`src/rtl/core/gppc_pkg.sv`:
```
// gppc_pkg: shared types, codes and port mapping functions of the gpio pseudo port controller
package gppc_pkg;

   localparam int unsigned NUM_PHYS   = 4;
   localparam int unsigned WORD_W     = 32;
   localparam int unsigned KIND_W     = 4;
   localparam int unsigned PORT_W     = 3;

   typedef logic [WORD_W-1:0]         word_type;
   typedef word_type [NUM_PHYS-1:0]   bank_type;
   typedef logic [KIND_W-1:0]         kind_code_type;
   typedef logic [PORT_W-1:0]         port_code_type;

   typedef enum logic [KIND_W-1:0] {
      KIND_SETVAL  = 4'd0,
      KIND_PINSET  = 4'd1,
      KIND_PINCLR  = 4'd2,
      KIND_PORTIN  = 4'd3,
      KIND_PININ   = 4'd4,
      KIND_PORTOUT = 4'd5,
      KIND_PINOUT  = 4'd6,
      KIND_GETVAL  = 4'd7,
      KIND_PINGET  = 4'd8,
      KIND_PULLUP  = 4'd9,
      KIND_NOPULL  = 4'd10
   } kind_type;

   typedef enum logic [PORT_W-1:0] {
      PORT_A = 3'd0,
      PORT_B = 3'd1,
      PORT_C = 3'd2,
      PORT_D = 3'd3,
      PORT_E = 3'd4
   } port_type;

   localparam word_type MASK_A       = 32'h7FFF_FFFF;
   localparam word_type MASK_LOW6    = 32'h0000_003F;
   localparam word_type MASK_HIGH26  = 32'hFFFF_FFC0;
   localparam word_type MASK_E_PHYS  = 32'h0000_3FC0;
   localparam word_type MASK_ALL     = 32'hFFFF_FFFF;
   localparam word_type MASK_E_LOG   = 32'h0000_00FF;
   localparam word_type READ_IN_SENTINEL = 32'h0000_0000;
   localparam word_type RESULT_WRITE = 32'h0000_0001;
   localparam word_type RESULT_NONE  = 32'h0000_0000;

   // one request as held in the input stage
   typedef struct packed {
      kind_code_type kind;
      port_code_type port;
      word_type      mask;
      bank_type      pins;
   } req_item_type;

   // register bank contents and their update strobe
   typedef struct packed {
      bank_type ov;
      bank_type ge;
      bank_type oe;
      bank_type pu;
   } banks_type;

   typedef struct packed {
      logic      we;
      banks_type nxt;
   } bank_upd_type;

   function automatic word_type lport_read(port_code_type p, bank_type r);
      word_type v;
      v = '0;
      unique case (p)
         PORT_A:  v = r[0] & MASK_A;
         PORT_B:  v = r[1];
         PORT_C:  v = r[2] & MASK_LOW6;
         PORT_D:  v = ((r[2] & MASK_HIGH26) >> 6) | ((r[3] & MASK_LOW6) << 26);
         PORT_E:  v = (r[3] & MASK_E_PHYS) >> 6;
         default: v = '0;
      endcase
      return v;
   endfunction

   function automatic bank_type lport_write(port_code_type p, bank_type r, word_type v);
      bank_type w;
      w = r;
      unique case (p)
         PORT_A: w[0] = v & MASK_A;
         PORT_B: w[1] = v;
         PORT_C: w[2] = (r[2] & ~MASK_LOW6) | (v & MASK_LOW6);
         PORT_D: begin
            w[2] = (r[2] & MASK_LOW6) | (v << 6);
            w[3] = (r[3] & ~MASK_LOW6) | (v >> 26);
         end
         PORT_E:  w[3] = (r[3] & ~MASK_E_PHYS) | ((v & MASK_E_LOG) << 6);
         default: w = r;
      endcase
      return w;
   endfunction

endpackage

```
`src/rtl/core/gppc_chan_if.sv`:
```
// gppc_chan_if: request and response channel interfaces
interface gppc_req_if;
   logic                        valid;
   logic                        ready;
   gppc_pkg::kind_code_type     kind;
   gppc_pkg::port_code_type     port;
   gppc_pkg::word_type          mask;
   gppc_pkg::word_type          pins_port0;
   gppc_pkg::word_type          pins_port1;
   gppc_pkg::word_type          pins_port2;
   gppc_pkg::word_type          pins_port3;

   modport source (output valid, kind, port, mask, pins_port0, pins_port1, pins_port2,
                   pins_port3, input ready);
   modport sink   (input valid, kind, port, mask, pins_port0, pins_port1, pins_port2,
                   pins_port3, output ready);
endinterface

interface gppc_rsp_if;
   logic               valid;
   logic               ready;
   gppc_pkg::word_type result;

   modport source (output valid, result, input ready);
   modport sink   (input valid, result, output ready);
endinterface

```
`src/rtl/core/gppc_in_reg.sv`:
```
// gppc_in_reg: input register stage holding one request
module gppc_in_reg (
   input  logic                   clock,
   input  logic                   reset,
   gppc_req_if.sink               req_chan,
   input  logic                   advance,
   output logic                   item_valid,
   output gppc_pkg::req_item_type item
);

   logic                   valid_ff, valid_in;
   gppc_pkg::req_item_type item_ff, item_in;
   logic                   take;

   // accept while empty or while the held request moves on
   assign take           = !valid_ff || advance;
   assign req_chan.ready = take;

   always_comb begin
      valid_in = valid_ff;
      item_in  = item_ff;
      if (take) begin
         valid_in = req_chan.valid;
         item_in  = '{kind: req_chan.kind, port: req_chan.port, mask: req_chan.mask,
                      pins: {req_chan.pins_port3, req_chan.pins_port2,
                             req_chan.pins_port1, req_chan.pins_port0}};
      end
   end

   always_ff @(posedge clock) begin
      if (reset) begin
         valid_ff <= 1'b0;
      end else begin
         valid_ff <= valid_in;
      end
      item_ff <= item_in;
   end

   assign item_valid = valid_ff;
   assign item       = item_ff;

endmodule

```
`src/rtl/core/gppc_exec.sv`:
```
// gppc_exec: decodes one request, forms the bank updates and the result
module gppc_exec (
   input  logic                   item_valid,
   input  logic                   advance,
   input  gppc_pkg::req_item_type item,
   input  gppc_pkg::banks_type    banks,
   output gppc_pkg::bank_upd_type upd,
   output gppc_pkg::word_type     result
);

   gppc_pkg::word_type  m_eff;
   gppc_pkg::banks_type nxt;
   gppc_pkg::word_type  res;

   always_comb begin
      nxt   = banks;
      res   = gppc_pkg::RESULT_WRITE;
      m_eff = item.mask;
      if (item.kind == gppc_pkg::KIND_PORTIN || item.kind == gppc_pkg::KIND_PORTOUT) begin
         m_eff = gppc_pkg::MASK_ALL;
      end
      unique case (item.kind) inside
         gppc_pkg::KIND_SETVAL: begin
            nxt.ov = gppc_pkg::lport_write(item.port, banks.ov, item.mask);
         end
         gppc_pkg::KIND_PINSET: begin
            nxt.ov = gppc_pkg::lport_write(item.port, banks.ov,
                        gppc_pkg::lport_read(item.port, banks.ov) | item.mask);
         end
         gppc_pkg::KIND_PINCLR: begin
            nxt.ov = gppc_pkg::lport_write(item.port, banks.ov,
                        gppc_pkg::lport_read(item.port, banks.ov) & ~item.mask);
         end
         gppc_pkg::KIND_PORTIN, gppc_pkg::KIND_PININ: begin
            nxt.oe = gppc_pkg::lport_write(item.port, banks.oe,
                        gppc_pkg::lport_read(item.port, banks.oe) & ~m_eff);
            nxt.ge = gppc_pkg::lport_write(item.port, banks.ge,
                        gppc_pkg::lport_read(item.port, banks.ge) | m_eff);
         end
         gppc_pkg::KIND_PORTOUT, gppc_pkg::KIND_PINOUT: begin
            nxt.oe = gppc_pkg::lport_write(item.port, banks.oe,
                        gppc_pkg::lport_read(item.port, banks.oe) | m_eff);
            nxt.ge = gppc_pkg::lport_write(item.port, banks.ge,
                        gppc_pkg::lport_read(item.port, banks.ge) | m_eff);
         end
         gppc_pkg::KIND_GETVAL: begin
            // a zero mask selects the pin levels
            res = (item.mask == gppc_pkg::READ_IN_SENTINEL)
                ? gppc_pkg::lport_read(item.port, item.pins)
                : gppc_pkg::lport_read(item.port, banks.ov);
         end
         gppc_pkg::KIND_PINGET: begin
            res = {{(gppc_pkg::WORD_W-1){1'b0}},
                   |(gppc_pkg::lport_read(item.port, item.pins) & item.mask)};
         end
         gppc_pkg::KIND_PULLUP: begin
            nxt.pu = gppc_pkg::lport_write(item.port, banks.pu,
                        gppc_pkg::lport_read(item.port, banks.pu) | item.mask);
         end
         gppc_pkg::KIND_NOPULL: begin
            nxt.pu = gppc_pkg::lport_write(item.port, banks.pu,
                        gppc_pkg::lport_read(item.port, banks.pu) & ~item.mask);
         end
         default: begin
            res = gppc_pkg::RESULT_NONE;
         end
      endcase
   end

   assign upd.we  = item_valid && advance;
   assign upd.nxt = nxt;
   assign result  = res;

endmodule

```
`src/rtl/core/gppc_bank.sv`:
```
// gppc_bank: output value, gpio enable, output enable and pull-up registers
module gppc_bank (
   input  logic                   clock,
   input  logic                   reset,
   input  gppc_pkg::bank_upd_type upd,
   output gppc_pkg::banks_type    banks
);

   gppc_pkg::banks_type banks_ff, banks_in;

   always_comb begin
      banks_in = banks_ff;
      if (upd.we) begin
         banks_in = upd.nxt;
      end
   end

   always_ff @(posedge clock) begin
      if (reset) begin
         banks_ff <= '0;
      end else begin
         banks_ff <= banks_in;
      end
   end

   assign banks = banks_ff;

`ifndef SYNTHESIS
   a_reset_clears: assert property (@(posedge clock) reset |=> banks_ff == '0)
      else $error("bank not cleared by reset");
   a_hold_idle: assert property (@(posedge clock) disable iff (reset)
      !upd.we |=> $stable(banks_ff))
      else $error("bank changed without an update");
   a_port_a_top: assert property (@(posedge clock) disable iff (reset)
      $past(!reset) |-> !banks_ff.ov[0][gppc_pkg::WORD_W-1])
      else $error("output value bit 31 of port 0 set");
`endif

endmodule

```
`src/rtl/core/gppc_out_reg.sv`:
```
// gppc_out_reg: response register
module gppc_out_reg (
   input  logic               clock,
   input  logic               reset,
   gppc_rsp_if.source         rsp_chan,
   input  logic               load,
   input  gppc_pkg::word_type result,
   output logic               can_load
);

   logic               valid_ff, valid_in;
   gppc_pkg::word_type result_ff, result_in;

   assign can_load = !valid_ff || rsp_chan.ready;

   always_comb begin
      valid_in  = valid_ff;
      result_in = result_ff;
      if (can_load) begin
         valid_in  = load;
         result_in = result;
      end
   end

   always_ff @(posedge clock) begin
      if (reset) begin
         valid_ff <= 1'b0;
      end else begin
         valid_ff <= valid_in;
      end
      result_ff <= result_in;
   end

   assign rsp_chan.valid  = valid_ff;
   assign rsp_chan.result = result_ff;

endmodule

```
`src/rtl/core/gpio_pseudo_port_controller_unit.sv`:
```
// a taken request goes from the input register to the response register
// throughput: one request per cycle while no response stalls, set by the single pass
// from input register to response register with the bank written back on the same edge
// reset: synchronous, clears all bank registers and both stage valid flags
// a stalled response holds the input stage, which then holds the request channel
module gpio_pseudo_port_controller_unit (
   input  logic       clock,
   input  logic       reset,
   gppc_req_if.sink   req_chan,
   gppc_rsp_if.source rsp_chan
);

   logic                   item_valid;
   logic                   can_load;
   gppc_pkg::req_item_type item;
   gppc_pkg::banks_type    banks;
   gppc_pkg::bank_upd_type upd;
   gppc_pkg::word_type     result;

   gppc_in_reg u_in_reg (
      .clock      (clock),
      .reset      (reset),
      .req_chan   (req_chan),
      .advance    (can_load),
      .item_valid (item_valid),
      .item       (item)
   );

   gppc_exec u_exec (
      .item_valid (item_valid),
      .advance    (can_load),
      .item       (item),
      .banks      (banks),
      .upd        (upd),
      .result     (result)
   );

   gppc_bank u_bank (
      .clock (clock),
      .reset (reset),
      .upd   (upd),
      .banks (banks)
   );

   gppc_out_reg u_out_reg (
      .clock    (clock),
      .reset    (reset),
      .rsp_chan (rsp_chan),
      .load     (item_valid),
      .result   (result),
      .can_load (can_load)
   );

`ifndef SYNTHESIS
   a_rsp_after_pass: assert property (@(posedge clock) disable iff (reset)
      (item_valid && can_load) |=> rsp_chan.valid)
      else $error("request passed without a response");
   a_req_to_stage: assert property (@(posedge clock) disable iff (reset)
      (req_chan.valid && req_chan.ready) |=> item_valid)
      else $error("accepted request not held");
   a_update_only_on_pass: assert property (@(posedge clock) disable iff (reset)
      upd.we |-> (item_valid && can_load))
      else $error("bank update without a request");
`endif

endmodule
```
`src/flat_wrapper.sv`:
```
// flat-port wrapper written by rule: the top's interface ports become plain ports
module gpio_pseudo_port_controller_unit_flat 
  (clock, reset, req_chan_valid, req_chan_kind, req_chan_port, req_chan_mask, req_chan_pins_port0, req_chan_pins_port1, req_chan_pins_port2, req_chan_pins_port3, req_chan_ready, rsp_chan_valid, rsp_chan_result, rsp_chan_ready);
  gppc_req_if req_chan_i ();
  gppc_rsp_if rsp_chan_i ();
  input  logic clock;
  input  logic reset;
  input wire logic [$bits(req_chan_i.valid)-1:0] req_chan_valid;
  input wire logic [$bits(req_chan_i.kind)-1:0] req_chan_kind;
  input wire logic [$bits(req_chan_i.port)-1:0] req_chan_port;
  input wire logic [$bits(req_chan_i.mask)-1:0] req_chan_mask;
  input wire logic [$bits(req_chan_i.pins_port0)-1:0] req_chan_pins_port0;
  input wire logic [$bits(req_chan_i.pins_port1)-1:0] req_chan_pins_port1;
  input wire logic [$bits(req_chan_i.pins_port2)-1:0] req_chan_pins_port2;
  input wire logic [$bits(req_chan_i.pins_port3)-1:0] req_chan_pins_port3;
  output wire logic [$bits(req_chan_i.ready)-1:0] req_chan_ready;
  output wire logic [$bits(rsp_chan_i.valid)-1:0] rsp_chan_valid;
  output wire logic [$bits(rsp_chan_i.result)-1:0] rsp_chan_result;
  input wire logic [$bits(rsp_chan_i.ready)-1:0] rsp_chan_ready;
  assign req_chan_i.valid = req_chan_valid;
  assign req_chan_i.kind = req_chan_kind;
  assign req_chan_i.port = req_chan_port;
  assign req_chan_i.mask = req_chan_mask;
  assign req_chan_i.pins_port0 = req_chan_pins_port0;
  assign req_chan_i.pins_port1 = req_chan_pins_port1;
  assign req_chan_i.pins_port2 = req_chan_pins_port2;
  assign req_chan_i.pins_port3 = req_chan_pins_port3;
  assign req_chan_ready = req_chan_i.ready;
  assign rsp_chan_valid = rsp_chan_i.valid;
  assign rsp_chan_result = rsp_chan_i.result;
  assign rsp_chan_i.ready = rsp_chan_ready;
  gpio_pseudo_port_controller_unit u_core (.clock(clock), .reset(reset), .req_chan(req_chan_i), .rsp_chan(rsp_chan_i));
endmodule
```
`config.mk`:
```
export PLATFORM = sky130hd
export DESIGN_NAME = gpio_pseudo_port_controller_unit_flat
export DESIGN_NICKNAME = d
export VERILOG_FILES = /design/src/rtl/core/gppc_pkg.sv /design/src/rtl/core/gppc_chan_if.sv /design/src/rtl/core/gppc_in_reg.sv /design/src/rtl/core/gppc_exec.sv /design/src/rtl/core/gppc_bank.sv /design/src/rtl/core/gppc_out_reg.sv /design/src/rtl/core/gpio_pseudo_port_controller_unit.sv /design/src/flat_wrapper.sv
export SDC_FILE = /design/constraint.sdc
export NUM_CORES = 1
export LEC_CHECK = 0
export ABC_AREA = 0
export BUFFER_PORTS_ARGS = -buffer_cell sky130_fd_sc_hd__buf_2
export CELL_PAD_IN_SITES_DETAIL_PLACEMENT = 1
export CELL_PAD_IN_SITES_GLOBAL_PLACEMENT = 2
export CORE_AREA = 4 4 188 190
export DETAILED_ROUTE_END_ITERATION = 8
export DIE_AREA = 0 0 192 194
export HOLD_SLACK_MARGIN = 0.15
export MAX_ROUTING_LAYER = met4
export PLACE_DENSITY_LB_ADDON = 0.05
export SLEW_MARGIN = 20
export SYNTH_ARGS = -nofsm -noshare
export SYNTH_HDL_FRONTEND = slang
export SYNTH_SLANG_ARGS = --single-unit
```
`constraint.sdc`:
```
create_clock -name clock -period 6.5 [get_ports clock]
set_input_delay 0.65 -clock clock [delete_from_list [all_inputs] [get_ports clock]]
set_output_delay 0.65 -clock clock [all_outputs]
set_load 0.02 [all_outputs]
```
==> run_results.csv, run 1 <==
group,metric,value,unit
global_route,grt_util_all_layers,23.9,%
job,cap_viol_max_count,0,
clock_tree,path_clk_slew,0.06,ns
logic_synthesis,async_flop_share,0,%
critical_path,path_class,"flop to flop",
placed_design,gp_routability_congestion,0.845,
global_route,grt_max_degree,88,
drt,drt-wirelength-per-cell,23.9,um
floorplan,core,0.0334,sq mm
critical_path,reg2regPathDepth,8,
global_route,grt_overflow,0,
drt,routed_wl,43800,um
clock_tree,numCtsBuffers,35,
worst_hold_path,hold_class,"input port to flop",
clock_tree,cts_tree,"yes",
sta,tightestPinTransition,1.05,ns
critical_path,cp_max_fo,45,
clock_tree,clk_path_buf_depth,3,
drt,dr.pass1.iters,5,
cells_and_area,mostFrequentLayoutCells,"nor2_1, buf_2, edfxtp_1",
clock_tree,postCtsSetupRepairBufs,0,
logic_synthesis,synthTopCellsByArea,"edfxtp_1, dfxtp_1, nor2_1, mux2i_1, a211oi_1",
sta,period_share,51.5,%
sta,hold_viol,0,
sta,period_minus_slack,3.35,ns
critical_path,crit_required,6.75,ns
clock_tree,holdBufCountCts,0,
logic_synthesis,ys_warn_count,0,
power,cellPowerDensity,284,mW/mm^2
critical_path,crit_path_start_kind,"flop",
critical_path,reg2reg_slack,3.15,ns
floorplan,num_io_pins,205,
global_route,antenna_found_initial,3,
critical_path,crit_path_end_kind,"flop",
floorplan,die_h,194,um
drt,drt_iter0_drc,784,
critical_path,r2r-start,"u_core.u_in_reg.item[162]",
sta,rsz0062_at_grt,"no",
logic_synthesis,synth-edff-count,180,
sta,slew_viol_final,0,
cells_and_area,area.sequential,0.00763,sq mm
sta,max_freq,0.299,GHz
clock_tree,htree_levels,2,
logic_synthesis,netlist.area_leader.share,41.8,%
cells_and_area,nets,1532,
clock_tree,ctsResizeCount,0,
global_route,grt_pass1_vias,10500,
drt,antenna_left,0,
cells_and_area,multi_input_area,0.00482,sq mm
cells_and_area,drive_above_1_share,21.9,%
sta,fin_tns_setup,0,ns
placed_design,dp_hpwl,30100,um
logic_synthesis,ys.flop_type,"edfxtp_1",
floorplan,start_util,38.7,%
floorplan,dieArea,0.0372,sq mm
floorplan,die_w,192,um
sta,finClkSkew,0.0153,ns
drt,via_count,10300,
global_route,grt_pass1_wl,66100,um
clock_tree,clock_latency,0.52,ns
logic_synthesis,synthesis.area,0.0129,sq mm
sta,finalWorstSetupSlack,3.15,ns
logic_synthesis,yosys.area.top_type,"edfxtp_1",
drt,drc,0,
power,p_leak,0.00577,uW
drt,viasPerCell,5.59,
cells_and_area,final_common_cell,"nor2_1",
clock_tree,clock-sinks,291,
clock_tree,cts.root.buffer_cell,"clkbuf_16",
worst_hold_path,hp-start,"req_chan_pins_port0[27]",
logic_synthesis,synth_fp_nets,1384,
sta,finalSetupViolations,0,
logic_synthesis,syn_avg_cell_area,10.7,sq um
power,irDropWorstVdd,0.216,mV
logic_synthesis,synth-seq-cells,291,
logic_synthesis,yosysSeqAreaShare,59.0,%
cells_and_area,fillCellCount,3659,
critical_path,cp.arrival,3.59,ns
outcome,status,"finished, final reports clean",
placed_design,pre_cts_ws,3.18,ns
logic_synthesis,synth_cells,1213,
worst_hold_path,hold_depth,1,
placed_design,io_buffers,185,
floorplan,rows,67,
logic_synthesis,synth.distinct_cells,64,
worst_hold_path,whs_endpoint,"u_core.u_in_reg.item[27]",
sta,max_slew_margin,29.7,%
cells_and_area,syn_to_final_growth,18.8,%
critical_path,reg2reg_to,"u_core.u_out_reg.rsp_chan.result[0]",
critical path, cell delays in order, from the launching register on:
cell	delay, ns
edfxtp_1	0.32
buf_4	0.33
buf_4	0.54
or2_2	0.40
o32ai_1	0.17
a311o_1	0.36
or4_1	0.53
nor4_1	0.27
a31oi_1	0.14
final cells by class:
class / count / share of cell area (%)
antenna: 3 / 0.0488
clock buffer: 46 / 6.43
clock inverter: 15 / 1.06
inverter: 26 / 0.635
multi-input combinational: 798 / 31.4
sequential: 291 / 49.6
tap: 448 / 3.65
timing repair buffer: 209 / 7.20
cells in the mapped netlist (2+ instances only):
cell type  number
or3b_2          3
a22oi_1        48
a21o_1          2
a211oi_1       72
buf_6           3
a21oi_1       102
nand3_1        15
o21ai_1         2
nand3b_1        2
buf_2          21
nor2b_1         8
mux2i_1        68
o32ai_1         8
nand2_1        54
inv_1          26
a211o_1         9
dfxtp_1       111
nand4_1         5
nand2b_1        5
o21ai_0        58
buf_4           5
a31oi_1        23
o22ai_1        14
nor4_1         11
clkbuf_1       58
mux2_2         12
or2_2          11
o2bb2ai_1       6
nor2_1        190
a222oi_1        4
a22o_1          2
nor3_1         29
o211ai_1        2
buf_1          11
o22a_1          4
and3_1          2
edfxtp_1      180
layer usage:
metal | part of all wire [%] | global-route usage (%) | vias to the layer above
met5 | 0 | - | -
met3 | 5.3 | 4.38 | 63
met1 | 48 | 34.7 | 5078
met2 | 45 | 34.7 | 276
li1 | - | - | 4838
met4 | 2.5 | 6.13 | 0
power breakdown:
| part | total (uW) | internal [uW] | switching [uW] |
|---|---|---|---|
| sequential | 2090 | 2030 | 60.3 |
| combinational | 313 | 110 | 203 |
| clock | 1960 | 1190 | 768 |
cells by family (layout without fill, tap and decap cells):
family / after synthesis / count (layout) / synth area share (%)
AO/OA/AOI/OAI: 370 / 370 / 18.6
buffers and inverters: 124 / 296 / 4.12
flip-flops: 291 / 291 / 59.0
multiplexers: 80 / 80 / 6.31
other: 0 / 3 / 0
AND/OR/NAND/NOR: 348 / 348 / 12.1
metrics by stage:
stage / hold slack (ns) / power, uW / utilization [%] / std cells / instance area (sq um)
final: 0.305 / 4360 / 46.0 / 1836 / 15400
after global routing: 0.286 / 4520 / 46.0 / 1836 / 15400
after CTS: 0.289 / 4400 / 45.9 / 1833 / 15400
after detailed placement: 0.465 / 2440 / 42.5 / 1772 / 14200
after global placement: 0.453 / 2430 / 42.5 / 1772 / 14200
after floorplan: 0.437 / 2280 / - / 1213 / 12900
how the worst max path moves through the flow:
stage / startpoint / endpoint / slack (ns)
after floorplan: rsp_chan_ready / u_core.u_in_reg.item[0] / 1.82
after global placement: u_core.u_in_reg.item[162] / u_core.u_out_reg.rsp_chan.result[0] / 3.23
after detailed placement: rsp_chan_ready / flop / 3.18
after CTS: u_core.u_in_reg.item[162] / u_core.u_out_reg.rsp_chan.result[0] / 3.20
after global routing: u_core.u_in_reg.item[162] / u_core.u_out_reg.rsp_chan.result[0] / 2.96
final: u_core.u_in_reg.item[162] / u_core.u_out_reg.rsp_chan.result[0] / 3.15
Power figures use the tool's default switching activity.
==> run 2, diff against run 1 <==
--- a/config.mk
+++ b/config.mk
@@ -9,9 +9,9 @@
 export BUFFER_PORTS_ARGS = -buffer_cell sky130_fd_sc_hd__buf_2
 export CELL_PAD_IN_SITES_DETAIL_PLACEMENT = 1
 export CELL_PAD_IN_SITES_GLOBAL_PLACEMENT = 2
-export CORE_AREA = 4 4 188 190
+export CORE_AREA = 4 4 192 194
 export DETAILED_ROUTE_END_ITERATION = 8
-export DIE_AREA = 0 0 192 194
+export DIE_AREA = 0 0 196 198
 export HOLD_SLACK_MARGIN = 0.15
 export MAX_ROUTING_LAYER = met4
 export PLACE_DENSITY_LB_ADDON = 0.05
==> constraint.sdc (replaced) <==
create_clock -name clock -period 3.1 [get_ports clock]
set_input_delay 0.31 -clock clock [delete_from_list [all_inputs] [get_ports clock]]
set_output_delay 0.31 -clock clock [all_outputs]
set_load 0.02 [all_outputs]
==> run 2 against run 1 <==
Sequential power rose by 110%. Utilization rose by 2.9 points. Global-route usage rose by 1.3 points. Register-to-register slack got worse by 3.0 ns. Largest power group unchanged. Highest routed layer unchanged.
==> run_results.csv, run 2 (same netlist as run 1, synthesis figures left out) <==
group,metric,value,unit
outcome,status,"finished, final reports clean",
global_route,grt_util_all_layers,25.2,%
sta,period_share,94.2,%
floorplan,core,0.0352,sq mm
power,p_clk_share,42.6,%
critical_path,crit_path_end_kind,"flop",
critical_path,path_class,"flop to flop",
sta,period_minus_slack,2.92,ns
clock_tree,ctsResizeCount,0,
floorplan,dieArea,0.0388,sq mm
cells_and_area,final_common_cell,"nor2_1",
sta,rsz0062_at_grt,"no",
critical_path,crit_path_start_kind,"flop",
power,p_int,6920,uW
sta,fin_tns_setup,0,ns
cells_and_area,drive_above_1_share,21.8,%
floorplan,die_h,198,um
sta,finalSetupViolations,0,
drt,dr.pass1.iters,7,
critical_path,crit_path_max_incr_delay,0.71,ns
global_route,grt_pass1_wl,72300,um
placed_design,io_buffers,185,
global_route,grt_overflow,0,
cells_and_area,instances_no_fill,2043,
global_route,grt_pass1_vias,11500,
placed_design,placedCellCount,1834,
drt,viasPerCell,5.44,
cells_and_area,mostFrequentLayoutCells,"nor2_1, buf_2, edfxtp_1",
power,switching_share,24.3,%
clock_tree,path_clk_slew,0.06,ns
sta,max_slew_margin,46.4,%
cells_and_area,syn_to_final_growth,33.1,%
drt,drc,0,
clock_tree,postCtsSetupRepairBufs,0,
sta,slew_viol_final,0,
job,cap_viol_max_count,0,
critical_path,crit_required,3.35,ns
power,cellPowerDensity,531,mW/mm^2
critical_path,cp_max_fo,11,
critical_path,crit_slowest_cell,"edfxtp_1",
cells_and_area,antenna_cells,0,
clock_tree,htree_levels,2,
clock_tree,numCtsBuffers,35,
critical_path,path_cells,"buf_4, mux2i_1, o32ai_1, nand3b_1, or4_1, nor4_1, a31oi_1",
clock_tree,cts_tree,"yes",
floorplan,die_w,196,um
power,combPwrFrac,9.5,%
cells_and_area,fillCellCount,3859,
placed_design,gp_routability_congestion,0.847,
cells_and_area,nets,1730,
clock_tree,holdBufCountCts,149,
sta,finClkSkew,0.0135,ns
placed_design,dp_hpwl,31800,um
critical_path,cp.arrival,3.17,ns
clock_tree,cts.root.buffer_cell,"clkbuf_16",
drt,via_count,11100,
global_route,antenna_found_initial,0,
drt,drt_iter0_drc,812,
sta,max_freq,0.343,GHz
drt,routed_wl,48100,um
power,pwr-share-seq,47.8,%
sta,tightestPinTransition,0.804,ns
drt,antenna_left,0,
clock_tree,clock-sinks,291,
floorplan,rows,69,
worst_hold_path,hold_class,"input port to flop",
power,irDropWorstVdd,0.466,mV
floorplan,num_io_pins,205,
drt,drt-wirelength-per-cell,23.6,um
sta,hold_viol,0,
power,p_leak,0.00659,uW
global_route,grt_max_degree,98,
floorplan,start_util,36.7,%
critical_path,reg2reg_slack,0.18,ns
clock_tree,clk_path_buf_depth,3,
clock_tree,clock_latency,0.51,ns
power,switching_power,2220,uW
## run 2: layer usage
| metal | track usage (%) | up-vias | wire [um] |
|---|---|---|---|
| met5 | - | - | 0 |
| met2 | 39.4 | 292 | 22400 |
| met3 | 2.62 | 75 | 2030 |
| met1 | 35.5 | 5516 | 22600 |
| met4 | 5.95 | 0 | 1190 |
| li1 | - | 5234 | - |
## run 2: per-stage QoR
step                      total power, uW  area (sq um)  hold slack (ns)  setup slack (ns)  utilization, %
final                                9140         17200            0.194             0.180            48.9
after global routing                 9470         17200            0.231            0.0144            48.9
after CTS                            9200         17200            0.179             0.152            48.9
after detailed placement             5160         14700            0.462             0.157            41.7
after global placement               5150         14700            0.453             0.182            41.7
after floorplan                      4770         12900            0.409             0.142               -
## run 2: area by class of cell
cell class	instances	area [sq um]	area share [%]
clock buffer	50	985	5.72
clock inverter	10	73.8	0.429
inverter	26	97.6	0.567
multi-input combinational	798	4820	28.0
sequential	291	7630	44.3
tap	461	577	3.35
timing repair buffer	407	3040	17.7
## run 2: path summary, 6_finish.rpt
path | from | endpoint | depth (start not counted)
max | u_core.u_in_reg.item[160] | u_core.u_out_reg.rsp_chan.result[0] | 7
min | rsp_chan_ready | u_core.u_out_reg.rsp_chan.valid | 4
max reg2reg | u_core.u_in_reg.item[160] | u_core.u_out_reg.rsp_chan.result[0] | 7
min reg2reg | flop | flop | 2
## run 2: critical path, delay by kind of cell (launching register included)
kind	cells	cell delay, ns
muxes	1	0.40
AOI/OAI and AO/OA	2	0.30
and+or+nand+nor	3	0.92
buffers and inverters	1	0.33
DFF	1	0.71
## run 2: power by group through the flow
stage / logic [uW] / clock network, uW / registers, uW
final: 872 / 3900 / 4370
after global routing: 941 / 4150 / 4380
after CTS: 860 / 3970 / 4370
after detailed placement: 715 / 0 / 4450
after global placement: 709 / 0 / 4440
after floorplan: 369 / 0 / 4400
==> run 3, diff against run 2 <==
--- a/config.mk
+++ b/config.mk
@@ -9,9 +9,9 @@
 export BUFFER_PORTS_ARGS = -buffer_cell sky130_fd_sc_hd__buf_2
 export CELL_PAD_IN_SITES_DETAIL_PLACEMENT = 1
 export CELL_PAD_IN_SITES_GLOBAL_PLACEMENT = 2
-export CORE_AREA = 4 4 192 194
+export CORE_AREA = 4 4 204 206
 export DETAILED_ROUTE_END_ITERATION = 8
-export DIE_AREA = 0 0 196 198
+export DIE_AREA = 0 0 208 210
 export HOLD_SLACK_MARGIN = 0.15
 export MAX_ROUTING_LAYER = met4
 export PLACE_DENSITY_LB_ADDON = 0.05
==> constraint.sdc (replaced) <==
create_clock -name clock -period 2.5 [get_ports clock]
set_input_delay 0.25 -clock clock [delete_from_list [all_inputs] [get_ports clock]]
set_output_delay 0.25 -clock clock [all_outputs]
set_load 0.02 [all_outputs]
==> run 3 against run 2 <==
Register-to-register slack got worse by 0.14 ns. Via count increased by 0.38%. Utilization fell by 3.6 points. Global-route usage shrank 2.0 points. Worst hold slack better by 0.040 ns. Routed wire length grew 3.5%. Clock skew grew 0.0021 ns. Critical endpoint unchanged. Clock power grew 27%. Sequential power up 23%. Clock-buffer cell count is the same. First-iteration DRC count shrank 11%. Fmax rose by 19%.
==> run_results.csv, run 3 (same netlist as run 1, synthesis figures left out) <==
group,metric,value,unit
global_route,grt_overflow,0,
global_route,grt_util_all_layers,23.2,%
drt,wl_met3,2010,um
clock_tree,path_clk_slew,0.06,ns
sta,finClkSkew,0.0156,ns
cells_and_area,instances_no_fill,2168,
sta,fin_tns_setup,0,ns
global_route,antenna_found_initial,0,
critical_path,crit_path_start_kind,"flop",
placed_design,placedCellCount,1955,
power,switching_share,24.0,%
power,irDropWorstVdd,0.461,mV
drt,routed_wl,49900,um
placed_design,placed_area,0.0153,sq mm
cells_and_area,final_common_cell,"nor2_1",
drt,viasPerCell,5.15,
floorplan,die_h,210,um
power,p_leak,0.00695,uW
cells_and_area,fillCellCount,4401,
floorplan,start_util,32.6,%
floorplan,num_io_pins,205,
clock_tree,clk_path_buf_depth,3,
power,cellPowerDensity,643,mW/mm^2
power,switching_power,2770,uW
global_route,grt_pass1_vias,11700,
global_route,grt_pass1_wl,74900,um
critical_path,cp.arrival,2.72,ns
cells_and_area,fin_area,0.0179,sq mm
cells_and_area,antenna_cells,0,
critical_path,cp_max_fo,11,
sta,max_freq,0.407,GHz
floorplan,rows,73,
sta,tightestPinTransition,0.716,ns
drt,drt_iter0_drc,719,
critical_path,crit_required,2.77,ns
sta,rsz0062_at_grt,"yes",
drt,dr.pass1.iters,5,
clock_tree,htree_levels,2,
placed_design,dp_hpwl,33900,um
drt,wl_met2,23300,um
outcome,status,"finished, final reports clean",
clock_tree,postCtsSetupRepairBufs,0,
cells_and_area,nets,1789,
drt,drc,0,
drt,top_layer_used,"met4",
cells_and_area,drive_above_1_share,25.4,%
sta,hold_viol,0,
clock_tree,clock_latency,0.54,ns
sta,max_slew_margin,52.2,%
critical_path,crit_path_end_kind,"flop",
global_route,grt_max_degree,79,
drt,via_count,11200,
placed_design,io_buffers,185,
power,p_int,8760,uW
floorplan,dieArea,0.0437,sq mm
placed_design,gp_routability_congestion,0.802,
power,p_clk_share,42.9,%
job,cap_viol_max_count,0,
sta,finalSetupViolations,0,
sta,period_minus_slack,2.46,ns
critical_path,path_class,"flop to flop",
cells_and_area,syn_to_final_growth,38.7,%
clock_tree,cts_tree,"yes",
drt,drt-met1-wl,23500,um
cells_and_area,mostFrequentLayoutCells,"nor2_1, buf_2, edfxtp_1",
floorplan,die_w,208,um
clock_tree,cts.root.buffer_cell,"clkbuf_16",
power,combPwrFrac,10.5,%
sta,slew_viol_final,0,
sta,period_share,98.2,%
clock_tree,numCtsBuffers,35,
floorplan,core,0.0396,sq mm
power,pwr-share-seq,46.7,%
drt,antenna_left,0,
drt,drt-wirelength-per-cell,23.0,um
worst_hold_path,hold_class,"input port to flop",
clock_tree,clock-sinks,291,
[run 3: changes by cell type in the layout (fill, tap and decap cells not counted), moves of 2 or more]
cell | before | now
clkinv_1 | 3 | 5
o21ai_0 | 58 | 55
clkbuf_1 | 12 | 8
a22oi_2 | 0 | 4
clkinv_4 | 0 | 2
clkbuf_8 | 1 | 5
a22oi_1 | 48 | 44
dlygate4sd3_1 | 149 | 151
buf_12 | 6 | 11
buf_6 | 0 | 3
o21ai_1 | 2 | 5
buf_4 | 67 | 116
[run 3: per-stage QoR]
step           hold slack, ns  power (uW)  setup slack (ns)  util, %
6_report                0.234       11500            0.0443     45.3
5_1_grt                 0.240       12000           -0.0832     45.3
4_1_cts                 0.204       11700            0.0183     45.2
3_5_place_dp            0.428        6480           -0.0699     38.5
3_3_place_gp            0.427        6470           -0.0421     38.5
2_1_floorplan           0.349        5920            0.0307        -
[run 3: worst paths after layout]
| check | end | start | slack (ns) | cells past startpoint |
|---|---|---|---|---|
| max | u_core.u_out_reg.rsp_chan.result[0] | u_core.u_in_reg.item[160] | 0.04 | 7 |
| min | u_core.u_bank.banks[410] | reset | 0.23 | 3 |
| max reg2reg | u_core.u_out_reg.rsp_chan.result[0] | u_core.u_in_reg.item[160] | 0.04 | 7 |
| min reg2reg | flop | flop | 0.47 | 2 |
[run 3: area by class of cell]
cell class                 count  area [sq um]  area share, %
sequential                   291          7630           42.5
multi-input combinational    798          4880           27.2
timing repair buffer         466          3560           19.9
clock buffer                  50          1020           5.71
tap                          525           657           3.66
inverter                      26           101          0.565
clock inverter                12          86.3          0.481
[run 3: per-layer routing]
layer,track usage (%),up-vias
met5,-,-
met4,5.32,0
met3,2.52,59
met2,36.7,278
met1,32.5,5480
li1,-,5342
[run 3: power groups by stage]
stage	combinational, uW	sequential [uW]	clock, uW
floorplan	459	5460	0
detailed placement	1000	5480	0
finish	1210	5380	4950
global route	1300	5400	5320
CTS	1190	5380	5110
global placement	993	5480	0
[run 3: what timing repair did]
item / in CTS / in global routing
gates resized for setup: 5 / 12
pin swaps: 1 / 0
hold endpoints to repair: 150 / 0
hold buffers: 151 / 0
setup endpoints to repair: 3 / 49
[run 3: worst max-delay path, cell delays in order, from the launching register on]
cell,delay (ns)
edfxtp_1,0.43
buf_12,0.18
mux2i_1,0.26
o32ai_2,0.17
a311o_1,0.35
or4_1,0.54
nor4_2,0.15
a31oi_1,0.11
